[src/hdl/pmsa_pkg.sv]
package pmsa_pkg;

    // field widths
    localparam int RAW_W = 16;
    localparam int MV_W = 16;
    localparam int PWR_W = 16;
    localparam int ERR_W = 2;
    localparam int CNT_W = 32;
    localparam int SUM_WIDTH_DEF = 32;

    // item modes
    localparam logic [1:0] MODE_SAMPLE = 2'd0;
    localparam logic [1:0] MODE_AVERAGE = 2'd1;
    localparam logic [1:0] MODE_ERRORS = 2'd2;
    localparam logic [1:0] MODE_UNUSED = 2'd3;

    // configuration register indexes
    localparam logic REG_FULL_SCALE = 1'b0;
    localparam logic REG_THRESHOLD = 1'b1;
    localparam logic [15:0] FULL_SCALE_RESET = 16'd40;
    localparam logic [15:0] THRESHOLD_RESET = 16'd1500;

    // conversion constants
    localparam int VOLT_DROP = 5;
    localparam int VOLT_GAIN = 20000;
    localparam int VOLT_SHIFT = 10;
    localparam int POWER_DIV = 65535;
    localparam int POWER_SCALE = 10;
    localparam int POWER_MAX = 32767;
    localparam int POWER_MAG_NEG = 32768;
    localparam int MV_MAX = 65535;

    // error flag bits
    localparam logic [ERR_W-1:0] ERR_READ = 2'b01;
    localparam logic [ERR_W-1:0] ERR_LOW_BAT = 2'b10;

    // queue and divider sizes
    localparam int QUEUE_DEPTH = 2;
    localparam int DIV_LANES = 3;
    localparam int LANE_BAT = 0;
    localparam int LANE_SOL = 1;
    localparam int LANE_PWR = 2;

    // classified word handed from front to back
    typedef struct packed {
        logic [1:0]              mode;
        logic [MV_W-1:0]         bat_mv;
        logic [MV_W-1:0]         sol_mv;
        logic signed [PWR_W-1:0] bat_power;
        logic [ERR_W-1:0]        errs;
    } qword_t;

endpackage

[src/hdl/pmsa_front.sv]
module pmsa_front (
    input  logic                         clk,
    input  logic                         rst_n,
    input  logic [15:0]                  full_scale_power,
    input  logic [15:0]                  threshold_mv,
    input  logic                         in_valid,
    output logic                         in_ready,
    input  logic [1:0]                   mode,
    input  logic [pmsa_pkg::RAW_W-1:0]   bat_source_raw,
    input  logic                         bat_source_ok,
    input  logic [pmsa_pkg::RAW_W-1:0]   sol_source_raw,
    input  logic                         sol_source_ok,
    input  logic signed [pmsa_pkg::RAW_W-1:0] bat_power_raw,
    input  logic                         sense_negative,
    input  logic                         bat_power_ok,
    output logic                         push,
    output pmsa_pkg::qword_t             push_word,
    input  logic                         q_full
);
    import pmsa_pkg::*;

    localparam int VIN_W = RAW_W - VOLT_DROP;
    localparam int VPROD_W = VIN_W + 15;
    localparam int PPROD_W = 2 * RAW_W;
    localparam int PSCL_W = RAW_W + 3;

    // stage one registers
    logic               s1_valid_reg, s1_valid_next;
    logic [1:0]         s1_mode_reg;
    logic [VPROD_W-1:0] s1_bat_prod_reg, s1_sol_prod_reg;
    logic [PPROD_W-1:0] s1_pwr_prod_reg;
    logic               s1_pwr_neg_reg;
    logic               s1_bat_ok_reg, s1_sol_ok_reg, s1_pwr_ok_reg;

    logic               take, advance;
    logic [RAW_W-1:0]   pwr_abs;
    logic [VPROD_W-1:0] bat_prod, sol_prod;
    logic [PPROD_W-1:0] pwr_prod;

    logic [MV_W-1:0]    bat_mv, sol_mv;
    logic [RAW_W-1:0]   q0, quo;
    logic [RAW_W:0]     rsum;
    logic [PSCL_W-1:0]  pscaled, pscaled_neg;
    logic [PWR_W-1:0]   pwr;
    logic [ERR_W-1:0]   errs;

    // handshake
    assign advance = s1_valid_reg && ((s1_mode_reg == MODE_UNUSED) || !q_full);
    assign in_ready = !s1_valid_reg || advance;
    assign take = in_valid && in_ready;
    assign push = s1_valid_reg && (s1_mode_reg != MODE_UNUSED) && !q_full;

    // input multiplies
    always_comb
    begin
        pwr_abs = bat_power_raw[RAW_W-1] ? RAW_W'(-bat_power_raw) : RAW_W'(bat_power_raw);
        bat_prod = VPROD_W'(bat_source_raw[RAW_W-1:VOLT_DROP]) * VPROD_W'(VOLT_GAIN);
        sol_prod = VPROD_W'(sol_source_raw[RAW_W-1:VOLT_DROP]) * VPROD_W'(VOLT_GAIN);
        pwr_prod = PPROD_W'(pwr_abs) * PPROD_W'(full_scale_power);
    end

    always_comb
    begin
        s1_valid_next = s1_valid_reg;
        if (take)
            s1_valid_next = 1'b1;
        else if (advance)
            s1_valid_next = 1'b0;
    end

    always_ff @(posedge clk or negedge rst_n)
    begin
        if (!rst_n)
            s1_valid_reg <= 1'b0;
        else
            s1_valid_reg <= s1_valid_next;
    end

    always_ff @(posedge clk)
    begin
        if (take)
        begin
            s1_mode_reg <= mode;
            s1_bat_prod_reg <= bat_prod;
            s1_sol_prod_reg <= sol_prod;
            s1_pwr_prod_reg <= pwr_prod;
            s1_pwr_neg_reg <= bat_power_raw[RAW_W-1] ^ sense_negative;
            s1_bat_ok_reg <= bat_source_ok;
            s1_sol_ok_reg <= sol_source_ok;
            s1_pwr_ok_reg <= bat_power_ok;
        end
    end

    // millivolt scaling
    assign bat_mv = s1_bat_ok_reg ? s1_bat_prod_reg[VPROD_W-1:VOLT_SHIFT] : '0;
    assign sol_mv = s1_sol_ok_reg ? s1_sol_prod_reg[VPROD_W-1:VOLT_SHIFT] : '0;

    // power: divide by 65535 via shift plus one correction, scale by ten, saturate
    always_comb
    begin
        q0 = s1_pwr_prod_reg[PPROD_W-1:RAW_W];
        rsum = (RAW_W+1)'(s1_pwr_prod_reg[RAW_W-1:0]) + (RAW_W+1)'(q0);
        quo = q0 + RAW_W'(rsum >= (RAW_W+1)'(POWER_DIV));
        pscaled = PSCL_W'(quo) * PSCL_W'(POWER_SCALE);
        pscaled_neg = PSCL_W'(0) - pscaled;
        if (!s1_pwr_ok_reg)
            pwr = '0;
        else if (s1_pwr_neg_reg)
            pwr = (pscaled > PSCL_W'(POWER_MAG_NEG)) ? PWR_W'(POWER_MAG_NEG)
                                                    : pscaled_neg[PWR_W-1:0];
        else
            pwr = (pscaled > PSCL_W'(POWER_MAX)) ? PWR_W'(POWER_MAX) : pscaled[PWR_W-1:0];
    end

    // error classification
    always_comb
    begin
        errs = '0;
        if (!s1_bat_ok_reg || !s1_sol_ok_reg || !s1_pwr_ok_reg)
            errs = errs | ERR_READ;
        if (s1_bat_ok_reg && (bat_mv < threshold_mv))
            errs = errs | ERR_LOW_BAT;
    end

    always_comb
    begin
        push_word.mode = s1_mode_reg;
        push_word.bat_mv = bat_mv;
        push_word.sol_mv = sol_mv;
        push_word.bat_power = pwr;
        push_word.errs = errs;
    end

endmodule

[src/hdl/pmsa_queue.sv]
module pmsa_queue (
    input  logic             clk,
    input  logic             rst_n,
    input  logic             push,
    input  pmsa_pkg::qword_t push_word,
    output logic             full,
    input  logic             pop,
    output logic             head_valid,
    output pmsa_pkg::qword_t head
);
    import pmsa_pkg::*;

    localparam int PTR_W = (QUEUE_DEPTH > 1) ? $clog2(QUEUE_DEPTH) : 1;
    localparam int FILL_W = $clog2(QUEUE_DEPTH + 1);

    qword_t             entry_reg [QUEUE_DEPTH];
    logic [PTR_W-1:0]   wr_ptr_reg, wr_ptr_next;
    logic [PTR_W-1:0]   rd_ptr_reg, rd_ptr_next;
    logic [FILL_W-1:0]  fill_reg, fill_next;

    assign full = (fill_reg == FILL_W'(QUEUE_DEPTH));
    assign head_valid = (fill_reg != '0);
    assign head = entry_reg[rd_ptr_reg];

    // pointer and fill update
    always_comb
    begin
        wr_ptr_next = wr_ptr_reg;
        rd_ptr_next = rd_ptr_reg;
        fill_next = fill_reg;
        if (push)
            wr_ptr_next = (wr_ptr_reg == PTR_W'(QUEUE_DEPTH - 1)) ? '0 : wr_ptr_reg + 1'b1;
        if (pop)
            rd_ptr_next = (rd_ptr_reg == PTR_W'(QUEUE_DEPTH - 1)) ? '0 : rd_ptr_reg + 1'b1;
        if (push && !pop)
            fill_next = fill_reg + 1'b1;
        else if (pop && !push)
            fill_next = fill_reg - 1'b1;
    end

    always_ff @(posedge clk or negedge rst_n)
    begin
        if (!rst_n)
        begin
            wr_ptr_reg <= '0;
            rd_ptr_reg <= '0;
            fill_reg <= '0;
        end
        else
        begin
            wr_ptr_reg <= wr_ptr_next;
            rd_ptr_reg <= rd_ptr_next;
            fill_reg <= fill_next;
        end
    end

    // word storage
    always_ff @(posedge clk)
    begin
        if (push)
            entry_reg[wr_ptr_reg] <= push_word;
    end

endmodule

[src/hdl/pmsa_divider.sv]
module pmsa_divider #(
    parameter int SUM_WIDTH = pmsa_pkg::SUM_WIDTH_DEF
) (
    input  logic                                         clk,
    input  logic                                         rst_n,
    input  logic                                         start,
    input  logic [pmsa_pkg::DIV_LANES-1:0][SUM_WIDTH-1:0] dividend,
    input  logic [pmsa_pkg::CNT_W-1:0]                   divisor,
    output logic                                         busy,
    output logic                                         done,
    output logic [pmsa_pkg::DIV_LANES-1:0][SUM_WIDTH-1:0] quotient
);
    import pmsa_pkg::*;

    localparam int STEP_W = $clog2(SUM_WIDTH);

    logic                                busy_reg, busy_next;
    logic                                done_reg, done_next;
    logic [STEP_W-1:0]                   step_reg, step_next;
    logic [CNT_W-1:0]                    divisor_reg;
    logic [DIV_LANES-1:0][SUM_WIDTH-1:0] quo_reg, quo_next;
    logic [DIV_LANES-1:0][CNT_W-1:0]     rem_reg, rem_next;
    logic [CNT_W:0]                      shifted [DIV_LANES];
    logic                                ge [DIV_LANES];

    assign busy = busy_reg;
    assign done = done_reg;
    assign quotient = quo_reg;

    // one restoring step per lane, all lanes share the step counter
    always_comb
    begin
        quo_next = quo_reg;
        rem_next = rem_reg;
        for (int i = 0; i < DIV_LANES; i++)
        begin
            shifted[i] = {rem_reg[i], quo_reg[i][SUM_WIDTH-1]};
            ge[i] = shifted[i] >= {1'b0, divisor_reg};
            if (start)
            begin
                quo_next[i] = dividend[i];
                rem_next[i] = '0;
            end
            else if (busy_reg)
            begin
                quo_next[i] = {quo_reg[i][SUM_WIDTH-2:0], ge[i]};
                rem_next[i] = ge[i] ? CNT_W'(shifted[i] - {1'b0, divisor_reg})
                                    : shifted[i][CNT_W-1:0];
            end
        end
    end

    // step control
    always_comb
    begin
        busy_next = busy_reg;
        done_next = 1'b0;
        step_next = step_reg;
        if (start)
        begin
            busy_next = 1'b1;
            step_next = '0;
        end
        else if (busy_reg)
        begin
            if (step_reg == STEP_W'(SUM_WIDTH - 1))
            begin
                busy_next = 1'b0;
                done_next = 1'b1;
            end
            else
                step_next = step_reg + 1'b1;
        end
    end

    always_ff @(posedge clk or negedge rst_n)
    begin
        if (!rst_n)
        begin
            busy_reg <= 1'b0;
            done_reg <= 1'b0;
            step_reg <= '0;
        end
        else
        begin
            busy_reg <= busy_next;
            done_reg <= done_next;
            step_reg <= step_next;
        end
    end

    always_ff @(posedge clk)
    begin
        if (start)
            divisor_reg <= divisor;
        quo_reg <= quo_next;
        rem_reg <= rem_next;
    end

endmodule

[src/hdl/pmsa_back.sv]
module pmsa_back #(
    parameter int SUM_WIDTH = pmsa_pkg::SUM_WIDTH_DEF
) (
    input  logic                                          clk,
    input  logic                                          rst_n,
    input  logic                                          q_valid,
    input  pmsa_pkg::qword_t                              q_head,
    output logic                                          q_pop,
    output logic                                          div_start,
    output logic [pmsa_pkg::DIV_LANES-1:0][SUM_WIDTH-1:0] div_dividend,
    output logic [pmsa_pkg::CNT_W-1:0]                    div_divisor,
    input  logic                                          div_done,
    input  logic [pmsa_pkg::DIV_LANES-1:0][SUM_WIDTH-1:0] div_quotient,
    output logic                                          out_valid,
    input  logic                                          out_ready,
    output logic [pmsa_pkg::MV_W-1:0]                     bat_mv,
    output logic [pmsa_pkg::MV_W-1:0]                     sol_mv,
    output logic signed [pmsa_pkg::PWR_W-1:0]             bat_power,
    output logic [pmsa_pkg::ERR_W-1:0]                    error_flags
);
    import pmsa_pkg::*;

    localparam logic [1:0] ST_IDLE = 2'd0;
    localparam logic [1:0] ST_DIV = 2'd1;
    localparam logic [1:0] ST_OUT = 2'd2;

    localparam logic [SUM_WIDTH-1:0] USUM_MAX = {SUM_WIDTH{1'b1}};
    localparam logic [SUM_WIDTH-1:0] SSUM_MAX = {1'b0, {(SUM_WIDTH-1){1'b1}}};
    localparam logic [SUM_WIDTH-1:0] SSUM_MIN = {1'b1, {(SUM_WIDTH-1){1'b0}}};

    logic [1:0]                  state_reg, state_next;
    logic [SUM_WIDTH-1:0]        bat_sum_reg, bat_sum_next;
    logic [SUM_WIDTH-1:0]        sol_sum_reg, sol_sum_next;
    logic [SUM_WIDTH-1:0]        power_sum_reg, power_sum_next;
    logic [CNT_W-1:0]            count_reg, count_next;
    logic [ERR_W-1:0]            sticky_reg, sticky_next;
    logic                        out_valid_reg, out_valid_next;
    logic [MV_W-1:0]             bat_mv_reg, sol_mv_reg;
    logic [PWR_W-1:0]            bat_power_reg;
    logic [ERR_W-1:0]            error_flags_reg;

    logic                        slot_free, load;
    logic [MV_W-1:0]             load_bat, load_sol;
    logic [PWR_W-1:0]            load_pwr;
    logic [ERR_W-1:0]            load_err;
    logic [SUM_WIDTH:0]          bat_add, sol_add, pwr_add;
    logic [MV_W-1:0]             avg_bat, avg_sol;
    logic [PWR_W-1:0]            avg_pwr;
    logic [SUM_WIDTH-1:0]        pwr_quo;

    assign slot_free = !out_valid_reg || out_ready;
    assign out_valid = out_valid_reg;
    assign bat_mv = bat_mv_reg;
    assign sol_mv = sol_mv_reg;
    assign bat_power = bat_power_reg;
    assign error_flags = error_flags_reg;

    // divider operands: voltage sums and power magnitude
    always_comb
    begin
        div_dividend[LANE_BAT] = bat_sum_reg;
        div_dividend[LANE_SOL] = sol_sum_reg;
        div_dividend[LANE_PWR] = power_sum_reg[SUM_WIDTH-1] ? (~power_sum_reg + 1'b1)
                                                            : power_sum_reg;
        div_divisor = count_reg;
    end

    // saturating sums for a sample word
    always_comb
    begin
        bat_add = {1'b0, bat_sum_reg} + (SUM_WIDTH+1)'(q_head.bat_mv);
        sol_add = {1'b0, sol_sum_reg} + (SUM_WIDTH+1)'(q_head.sol_mv);
        pwr_add = {power_sum_reg[SUM_WIDTH-1], power_sum_reg}
                + {{(SUM_WIDTH+1-PWR_W){q_head.bat_power[PWR_W-1]}}, q_head.bat_power};
    end

    // average saturation
    always_comb
    begin
        pwr_quo = div_quotient[LANE_PWR];
        avg_bat = (div_quotient[LANE_BAT] > SUM_WIDTH'(MV_MAX)) ? MV_W'(MV_MAX)
                                                               : div_quotient[LANE_BAT][MV_W-1:0];
        avg_sol = (div_quotient[LANE_SOL] > SUM_WIDTH'(MV_MAX)) ? MV_W'(MV_MAX)
                                                               : div_quotient[LANE_SOL][MV_W-1:0];
        if (power_sum_reg[SUM_WIDTH-1])
            avg_pwr = (pwr_quo > SUM_WIDTH'(POWER_MAG_NEG)) ? PWR_W'(POWER_MAG_NEG)
                                                           : PWR_W'(~pwr_quo + 1'b1);
        else
            avg_pwr = (pwr_quo > SUM_WIDTH'(POWER_MAX)) ? PWR_W'(POWER_MAX)
                                                       : pwr_quo[PWR_W-1:0];
    end

    // word processing sequencer
    always_comb
    begin
        state_next = state_reg;
        bat_sum_next = bat_sum_reg;
        sol_sum_next = sol_sum_reg;
        power_sum_next = power_sum_reg;
        count_next = count_reg;
        sticky_next = sticky_reg;
        q_pop = 1'b0;
        div_start = 1'b0;
        load = 1'b0;
        load_bat = '0;
        load_sol = '0;
        load_pwr = '0;
        load_err = '0;
        unique case (state_reg)
            ST_IDLE:
            begin
                if (q_valid)
                begin
                    unique case (q_head.mode)
                        MODE_SAMPLE:
                        begin
                            q_pop = 1'b1;
                            sticky_next = sticky_reg | q_head.errs;
                            bat_sum_next = bat_add[SUM_WIDTH] ? USUM_MAX
                                                              : bat_add[SUM_WIDTH-1:0];
                            sol_sum_next = sol_add[SUM_WIDTH] ? USUM_MAX
                                                              : sol_add[SUM_WIDTH-1:0];
                            if (pwr_add[SUM_WIDTH] != pwr_add[SUM_WIDTH-1])
                                power_sum_next = pwr_add[SUM_WIDTH] ? SSUM_MIN : SSUM_MAX;
                            else
                                power_sum_next = pwr_add[SUM_WIDTH-1:0];
                            if (count_reg != {CNT_W{1'b1}})
                                count_next = count_reg + 1'b1;
                        end
                        MODE_AVERAGE:
                        begin
                            if (count_reg != '0)
                            begin
                                q_pop = 1'b1;
                                div_start = 1'b1;
                                state_next = ST_DIV;
                            end
                            else if (slot_free)
                            begin
                                q_pop = 1'b1;
                                sticky_next = sticky_reg | q_head.errs;
                                load = 1'b1;
                                load_bat = q_head.bat_mv;
                                load_sol = q_head.sol_mv;
                                load_pwr = q_head.bat_power;
                            end
                        end
                        MODE_ERRORS:
                        begin
                            if (slot_free)
                            begin
                                q_pop = 1'b1;
                                load = 1'b1;
                                load_err = sticky_reg;
                                sticky_next = '0;
                            end
                        end
                        default:
                        begin
                            q_pop = 1'b1;
                        end
                    endcase
                end
            end
            ST_DIV:
            begin
                if (div_done)
                    state_next = ST_OUT;
            end
            ST_OUT:
            begin
                if (slot_free)
                begin
                    load = 1'b1;
                    load_bat = avg_bat;
                    load_sol = avg_sol;
                    load_pwr = avg_pwr;
                    bat_sum_next = '0;
                    sol_sum_next = '0;
                    power_sum_next = '0;
                    count_next = '0;
                    state_next = ST_IDLE;
                end
            end
            default:
            begin
                state_next = ST_IDLE;
            end
        endcase
    end

    // output word register
    always_comb
    begin
        out_valid_next = out_valid_reg;
        if (load)
            out_valid_next = 1'b1;
        else if (out_ready)
            out_valid_next = 1'b0;
    end

    always_ff @(posedge clk or negedge rst_n)
    begin
        if (!rst_n)
        begin
            state_reg <= ST_IDLE;
            bat_sum_reg <= '0;
            sol_sum_reg <= '0;
            power_sum_reg <= '0;
            count_reg <= '0;
            sticky_reg <= '0;
            out_valid_reg <= 1'b0;
        end
        else
        begin
            state_reg <= state_next;
            bat_sum_reg <= bat_sum_next;
            sol_sum_reg <= sol_sum_next;
            power_sum_reg <= power_sum_next;
            count_reg <= count_next;
            sticky_reg <= sticky_next;
            out_valid_reg <= out_valid_next;
        end
    end

    always_ff @(posedge clk)
    begin
        if (load)
        begin
            bat_mv_reg <= load_bat;
            sol_mv_reg <= load_sol;
            bat_power_reg <= load_pwr;
            error_flags_reg <= load_err;
        end
    end

endmodule

[src/hdl/power_monitor_sample_averager_unit.sv]
// channel   direction  handshake              payload
// in        input      in_valid / in_ready    mode, raw readings, read flags
// out       output     out_valid / out_ready  bat_mv, sol_mv, bat_power, error_flags
// cfg       input      cfg_we                 cfg_index, cfg_data
//
// a sample word passes the stage one register and the queue before it is added to the sums;
// an error read or a readout with no samples is loaded into the output register from the queue head
// an average readout waits for the shared restoring divider, which gives one quotient bit per cycle
// for all three sums at once, and is then loaded into the output register
// reset clears sums, count, sticky flags and queue; full scale returns to 40 and threshold to 1500 mV
// a two-word queue parts the converting front from the accumulator; a full output register stalls
// the back on readout and error words, and stalls the front only once the queue is full
module power_monitor_sample_averager_unit #(
    parameter int SUM_WIDTH = pmsa_pkg::SUM_WIDTH_DEF
) (
    input  logic                                clk,
    input  logic                                rst_n,
    input  logic                                cfg_we,
    input  logic                                cfg_index,
    input  logic [15:0]                         cfg_data,
    input  logic                                in_valid,
    output logic                                in_ready,
    input  logic [1:0]                          mode,
    input  logic [pmsa_pkg::RAW_W-1:0]          bat_source_raw,
    input  logic                                bat_source_ok,
    input  logic [pmsa_pkg::RAW_W-1:0]          sol_source_raw,
    input  logic                                sol_source_ok,
    input  logic signed [pmsa_pkg::RAW_W-1:0]   bat_power_raw,
    input  logic                                sense_negative,
    input  logic                                bat_power_ok,
    output logic                                out_valid,
    input  logic                                out_ready,
    output logic [pmsa_pkg::MV_W-1:0]           bat_mv,
    output logic [pmsa_pkg::MV_W-1:0]           sol_mv,
    output logic signed [pmsa_pkg::PWR_W-1:0]   bat_power,
    output logic [pmsa_pkg::ERR_W-1:0]          error_flags
);
    import pmsa_pkg::*;

    logic [15:0]                         full_scale_reg;
    logic [15:0]                         threshold_reg;
    logic                                q_push, q_full, q_pop, q_valid;
    qword_t                              q_in, q_head;
    logic                                div_start, div_busy, div_done;
    logic [DIV_LANES-1:0][SUM_WIDTH-1:0] div_dividend, div_quotient;
    logic [CNT_W-1:0]                    div_divisor;

    // configuration registers
    always_ff @(posedge clk or negedge rst_n)
    begin
        if (!rst_n)
        begin
            full_scale_reg <= FULL_SCALE_RESET;
            threshold_reg <= THRESHOLD_RESET;
        end
        else if (cfg_we)
        begin
            unique case (cfg_index)
                REG_FULL_SCALE: full_scale_reg <= cfg_data;
                REG_THRESHOLD:  threshold_reg <= cfg_data;
            endcase
        end
    end

    // front: conversion and classification
    pmsa_front u_front (
        .clk              (clk),
        .rst_n            (rst_n),
        .full_scale_power (full_scale_reg),
        .threshold_mv     (threshold_reg),
        .in_valid         (in_valid),
        .in_ready         (in_ready),
        .mode             (mode),
        .bat_source_raw   (bat_source_raw),
        .bat_source_ok    (bat_source_ok),
        .sol_source_raw   (sol_source_raw),
        .sol_source_ok    (sol_source_ok),
        .bat_power_raw    (bat_power_raw),
        .sense_negative   (sense_negative),
        .bat_power_ok     (bat_power_ok),
        .push             (q_push),
        .push_word        (q_in),
        .q_full           (q_full)
    );

    // word queue
    pmsa_queue u_queue (
        .clk        (clk),
        .rst_n      (rst_n),
        .push       (q_push),
        .push_word  (q_in),
        .full       (q_full),
        .pop        (q_pop),
        .head_valid (q_valid),
        .head       (q_head)
    );

    // shared divider
    pmsa_divider #(
        .SUM_WIDTH (SUM_WIDTH)
    ) u_divider (
        .clk      (clk),
        .rst_n    (rst_n),
        .start    (div_start),
        .dividend (div_dividend),
        .divisor  (div_divisor),
        .busy     (div_busy),
        .done     (div_done),
        .quotient (div_quotient)
    );

    // back: accumulation, readout and error reporting
    pmsa_back #(
        .SUM_WIDTH (SUM_WIDTH)
    ) u_back (
        .clk          (clk),
        .rst_n        (rst_n),
        .q_valid      (q_valid),
        .q_head       (q_head),
        .q_pop        (q_pop),
        .div_start    (div_start),
        .div_dividend (div_dividend),
        .div_divisor  (div_divisor),
        .div_done     (div_done),
        .div_quotient (div_quotient),
        .out_valid    (out_valid),
        .out_ready    (out_ready),
        .bat_mv       (bat_mv),
        .sol_mv       (sol_mv),
        .bat_power    (bat_power),
        .error_flags  (error_flags)
    );

`ifndef SYNTHESIS
    // queue never written when full
    assert property (@(posedge clk) disable iff (!rst_n) !(q_push && q_full))
        else $error("queue push while full");

    // back only pops a present word
    assert property (@(posedge clk) disable iff (!rst_n) q_pop |-> q_valid)
        else $error("queue pop while empty");

    // divider never restarted mid-division
    assert property (@(posedge clk) disable iff (!rst_n) div_start |-> !div_busy)
        else $error("divider started while busy");

    // divider engages after start
    assert property (@(posedge clk) disable iff (!rst_n) div_start |=> div_busy)
        else $error("divider did not start");
`endif

endmodule
[config.mk]
export PLATFORM = sky130hd
export DESIGN_NAME = power_monitor_sample_averager_unit
export DESIGN_NICKNAME = d
export VERILOG_FILES = /design/src/hdl/pmsa_pkg.sv /design/src/hdl/pmsa_front.sv /design/src/hdl/pmsa_queue.sv /design/src/hdl/pmsa_divider.sv /design/src/hdl/pmsa_back.sv /design/src/hdl/power_monitor_sample_averager_unit.sv
export SDC_FILE = /design/constraint.sdc
export NUM_CORES = 2
export LEC_CHECK = 0
export ABC_AREA = 0
export BUFFER_PORTS_ARGS = -buffer_cell sky130_fd_sc_hd__buf_2
export CAP_MARGIN = 20
export CORE_AREA = 4 4 269 271
export DETAILED_ROUTE_END_ITERATION = 16
export DIE_AREA = 0 0 273 275
export PLACE_DENSITY = 0.92
export SLEW_MARGIN = 15
export SYNTH_ARGS = -nofsm -noshare
export SYNTH_HDL_FRONTEND = slang
export SYNTH_SLANG_ARGS = --single-unit
[constraint.sdc]
create_clock -name clk -period 11.36 [get_ports clk]
set_input_delay 2.272 -clock clk [delete_from_list [all_inputs] [get_ports clk]]
set_output_delay 2.272 -clock clk [all_outputs]
set_load 0.005 [all_outputs]
==> Word-level counts from Yosys, hierarchy flattened <==
Memory sizes are Yosys's and may differ from the RTL's.
Cells that the tools add are included.
{ "word_totals": {"regBits": 531, "mem_bits_rw": 104, "inputBits": 76, "out_inout_bits": 52, "n_memories": 1} }
{ "op_classes": {"addsub": 18, "multipliers": 4, "n_lt_le_gt_ge": 11, "eq_ne": 21, "muxes": 101, "bitwise_logic": 5, "reduce_logical": 38} }
{ "mem_list": {"columns": ["memory", "words", "word_bits", "rd", "rd_ports_with_merged_regs", "write_ports", "line_no", "rtl"], "rows": [
  ["u_queue.entry_reg", 2, 52, 1, 0, 1, "pmsa_queue.sv:16", "qword_t entry_reg [QUEUE_DEPTH];"]
]} }
{ "op_table": {"columns": ["cell", "n"], "rows": [
  ["32-bit two-way mux", 24],
  ["16-bit two-way mux", 27],
  ["32-bit one-hot mux with 2 select lines", 4],
  ["32-bit by 16-bit adder with 33-bit output", 3],
  ["33-bit by 32-bit >= comparator with 1-bit output", 3],
  ["32-bit by 16-bit > comparator with 1-bit output, second input constant", 3],
  ["16-bit one-hot mux with 2 select lines", 3],
  ["32-bit subtractor", 3],
  ["32-bit by 1-bit adder with 32-bit output, second input constant", 2],
  ["11-bit by 10-bit multiplier with 21-bit output, second input constant", 2],
  ["32-bit by 15-bit > comparator with 1-bit output, second input constant", 1],
  ["16-bit by 16-bit multiplier with 32-bit output", 1],
  ["32-bit != test, second input constant", 1],
  ["32-bit NOT", 1],
  ["32-bit nonzero test", 1],
  ["1-bit two-way mux", 25],
  ["2-bit two-way mux", 10],
  ["19-bit by 15-bit > comparator with 1-bit output, second input constant", 1],
  ["19-bit by 16-bit > comparator with 1-bit output, second input constant", 1],
  ["16-bit by 3-bit multiplier with 18-bit output, second input constant", 1],
  ["16-bit by 16-bit adder with 17-bit output", 1],
  ["17-bit by 16-bit >= comparator with 1-bit output, second input constant", 1],
  ["16-bit by 1-bit adder with 16-bit output", 1],
  ["16-bit by 1-bit adder with 16-bit output, second input constant", 1],
  ["other kinds (30)", 77]
]} }

==> Depth between registers and ports, before layout <==
{ "depth": {"depth_word": 10, "mapped_depth": 31, "ltp_nobuf": 30} }

==> By module <==
A second synthesis with hierarchy kept.
{ "unflattened": {"cells_unflattened": 5145, "area_unflattened_um2": 50050.5} }
{ "modules_own_cells": {"columns": ["mod", "n_inst", "cells_each", "area_each_um2", "seq_area_each_um2"], "rows": [
  ["pmsa_front", 1, 1900, 17299.1, 2127.0],
  ["pmsa_divider", 1, 1550, 14830.5, 5940.7],
  ["pmsa_back", 1, 1448, 12464.5, 4829.6],
  ["pmsa_queue", 1, 178, 4192.8, 3223.1],
  ["power_monitor_sample_averager_unit", 1, 69, 1263.7, 812.0]
]} }

==> Worst setup path after synthesis <==
No wires, ideal clock.
{ "synth_timing": {"kind": "input port to flip-flop", "from": "input bat_power_raw[0] (netlist bit)", "to": "register u_front.s1_pwr_prod_reg[28] (data pin)", "setup_time_ps": 266, "t_arrival_ps": 9598, "path_slack_ps": 1496, "cell_stages": 31, "path_cell_list": "clkbuf_1 > inv_1 > ha_1 > nand2b_1 > or4_1 > or2_2 > o21ai_0 > xnor2_1 > clkbuf_1 > nand2_1 > fa_1 > inv_1 > fa_1 > inv_1 > fa_1 > inv_1 > fa_1 > inv_1 > fa_1 > inv_1 > fa_1 > ha_1 > and2_1 > a221oi_1 > nand3_1 > a22o_1 > nor3_1 > nor3b_1 > a31o_2 > o41ai_1 > xnor2_1"} }
{ "synth_via": {"elab_chain_len": 3} }
{ "synth_lines": {"columns": ["item", "line_no", "rtl"], "rows": [
  ["start, declared", "power_monitor_sample_averager_unit.sv:28", "input logic signed [pmsa_pkg::RAW_W-1:0] bat_power_raw,"],
  ["16-bit negation", "pmsa_front.sv:56", "pwr_abs = bat_power_raw[RAW_W-1] ? RAW_W'(-bat_power_raw) : RAW_W'(bat_power_raw);"],
  ["16-bit two-way mux (*)", "pmsa_front.sv:56", null],
  ["16-bit by 16-bit multiplier with 32-bit output (*)", "pmsa_front.sv:59", "pwr_prod = PPROD_W'(pwr_abs) * PPROD_W'(full_scale_power);"],
  ["named net u_front.pwr_prod[28]", "pmsa_front.sv:38", "logic [PPROD_W-1:0] pwr_prod;"],
  ["end signal, assigned", "pmsa_front.sv:86", "s1_pwr_prod_reg <= pwr_prod;"],
  ["end, declared", "pmsa_front.sv:31", "logic [PPROD_W-1:0] s1_pwr_prod_reg;"]
]} }
The timed path passes the listed nets; every way through them passes the cells marked *.
A chain may end at the register's enable or synchronous reset.

==> Worst setup path after layout <==
{ "layout_timing": {"from": "input bat_power_raw[0] (netlist bit)", "to": "register u_front.s1_pwr_prod_reg[30] (data pin)"} }
Same word-level chain as after synthesis.

==> results.py <==
metrics = {
    "outcome": {
        "status": "finished, final reports clean",
    },
    "cts": {
        "cts_buffers": 70,
        "cts_hold_buf": 0,
        "tritoncts": "yes",
        "clock_path_buffers": 3,
        "cts.repair_timing.setup_buffer_count": 0,
        "clock-root-buffer": "clkbuf_16",
        "clock-sinks": 625,
        "clk_pin_slew_ps": 60,
        "h_tree_levels": 3,
        "insertion_delay_ps": 630,
        "cts_resized": 0,
    },
    "setup_path": {
        "critPathKind": "input port to flip-flop",
        "timing.critical_path.slowest_stage_cell": "a2111oi_0",
        "critical_path.startpoint_type": "input port",
        "worst-path-max-fanout": 18,
        "critical-path-max-stage-delay_ps": 570,
        "critPathArrivalTime_ps": 10460,
        "critPathRequiredTime_ps": 11720,
        "timing.critical_path.to_type": "flip-flop",
    },
    "place": {
        "detailedPlacementHpwl_um": 87200,
        "gp_congestion": 0.947,
        "io_buffer_count": 117,
        "placedCellCount": 6050,
    },
    "timing": {
        "fmax_mhz": 99.1,
        "hold_viol_final": 0,
        "final_max_slew_viol_count": 0,
        "maxSlewHeadroom": 0.291,
        "pin_slew_with_the_least_headroom_to_its_limit_ps": 1060,
        "post_route_clock_period_utilization": 0.889,
        "setup_viol_count_final": 0,
        "period_minus_slack_ps": 10090,
        "grt_setup_unrepaired": "false",
        "final.setup.tns_ps": 0,
        "skew_ps": 41.5,
    },
    "yosys": {
        "postSynthAreaPerCell_um2": 9.47,
        "synth_compound_area_frac": 0.146,
        "netlist.top_cell.by_area": "edfxtp_1",
        "yosysTopAreaCellShare": 0.217,
        "dominant_combinational_cell_family_by_area_after_synthesis": "adder cells",
        "proportion_of_synthesized_area_in_mux_cells": 0.0312,
        "net_count_after_synthesis": 5914,
        "async_set_or_reset_register_ratio_after_synthesis": 0.283,
        "synth_cell_type_count": 96,
        "synth_xor_area_frac": 0.0541,
        "syn-cell-area_um2": 48800,
        "synth_top_cells_by_count": "nand2_1 (683), inv_1 (466), ha_1 (446)",
        "synthCells": 5150,
        "seq_area_frac_synth": 0.347,
        "synthAdderAreaFrac": 0.214,
        "netlist_top_cells_area": "edfxtp_1 (22%), ha_1 (11%), fa_1 (9.9%)",
        "synth_simple_gate_area_frac": 0.155,
        "synth-edff-count": 352,
        "synth_ff_type": "edfxtp_1",
        "leading_cell_type_by_number_of_instances_after_synthesis": "nand2_1",
        "yosysWarningCount": 0,
        "ys_ff_latch": 625,
    },
    "route": {
        "post_drt_via_cell_ratio": 6.45,
        "wirelength_um": 125000,
        "wl_met2_um": 60300,
        "wl_met3_um": 11400,
        "antenna_violating_nets_left": 0,
        "vias": 39900,
        "drt_drc_violations_left": 0,
        "routed_wirelength_normalized_by_instance_count_um": 20.2,
        "initialDrtViolationCount": 4522,
        "drtPass1Iterations": 7,
        "route.top_layer_used": "met4",
        "met1_length_um": 46700,
    },
    "layout": {
        "finish.cell_count_without_fillers": 6178,
        "drive_gt1_frac": 0.0809,
        "largest_reg_flops": 104,
        "footprint_of_the_multi_input_gates_um2": 29300,
        "insertedDiodeCount": 0,
        "layout.area.seq_um2": 16900,
        "num-nets-final": 5946,
        "fillerInstances": 4247,
        "syn2layout_area_growth_pct": 7.63,
        "finish.utilization": 0.752,
    },
    "global_routing": {
        "grt_pass1_vias": 39900,
        "grt_overflow_total": 0,
        "track_usage": 0.329,
        "grt_start_max_net_pins": 99,
        "grt_antenna_before_repair": 0,
        "grt_pass1_wl_um": 201000,
    },
    "floorplanning": {
        "floorplan.die_area_um2": 75100,
        "placement_row_count": 97,
        "initial_cell_density_of_the_core": 0.699,
        "fp.dieW_um": 273,
        "design.portCount": 128,
        "core_region_area_um2": 69800,
        "die_height_um": 275,
    },
    "worst_hold_path": {
        "hold_path_class": "flip-flop to flip-flop",
    },
    "job": {
        "max_cap_violations": 0,
    },
}
[cell families (layout without fill, tap and decap cells)]
group	after synthesis	count (layout)
AOI/OAI and AO/OA	1124	1124
xor gates and xnor gates	301	301
adders and majority gates	688	688
buffers and inverters	666	754
DFF	625	625
muxes	141	141
and+or+nand+nor	1605	1605
[critical path, delay by kind of cell]
kind            cells  cell delay, ps
compound gates      4            1560
xor+xnor            2             290
fa+ha+maj           8            3510
buf+inv             8             910
simple gates        9            1890
[layout make-up]
type,count,share of cell area
inverters,467,0.0335
well taps,940,0.0224
repair buffers,159,0.0173
flip-flops and latches,625,0.323
clock buffers,104,0.0391
multi-input cells,3859,0.559
clock inverters,24,0.00584
[worst paths after layout]
check | depth (start not counted) | slack, ps | start | endpoint
min reg2reg | 1 | 480 | u_divider.done$_DFF_PN0_ | u_back.state_reg[0]$_DFFE_PN0P_
max | 31 | 1270 | bat_power_raw[0] | u_front.s1_pwr_prod_reg[30]$_DFFE_PP_
min | 1 | 480 | u_divider.done$_DFF_PN0_ | u_back.state_reg[0]$_DFFE_PN0P_
min in group asynchronous | 1 | 1690 | rst_n | threshold_reg[5]$_DFFE_PN0P_
max in group asynchronous | 3 | 7750 | rst_n | u_back.power_sum_reg[31]$_DFFE_PN0P_
max reg2reg | 30 | 3440 | u_front.s1_pwr_prod_reg[16]$_DFFE_PP_ | u_queue.entry_reg[0][5]$_DFFE_PP_
[cell usage in the layout (no fill, tap or decap), types with 165 or more instances in the layout]
cell type,synthesis,final
ha_1,446,446
o21ai_0,316,316
a21oi_1,303,303
edfxtp_1,352,352
inv_1,466,465
xnor2_1,167,166
fa_1,242,242
nor2_1,257,252
dfrtp_1,168,165
nand2_1,683,681
[per-layer routing]
layer  vias to the layer above  global-route usage
li1                      18100                   -
met1                     18900               0.405
met2                      2320               0.566
met3                       546              0.0609
met4                         0               0.154
met5                         -                   0
[stage by stage]
step	hold slack, ps	area (um2)	setup WS (ps)
floorplan	436	48800	1500
global placement	449	50100	1020
detailed placement	470	50100	788
CTS	482	52500	1450
global route	505	52500	990
finish	480	52500	1270
Power is left out: the tool's default activity adds up to more than one toggle a clock period on the data nets, which glitch-free logic cannot reach.
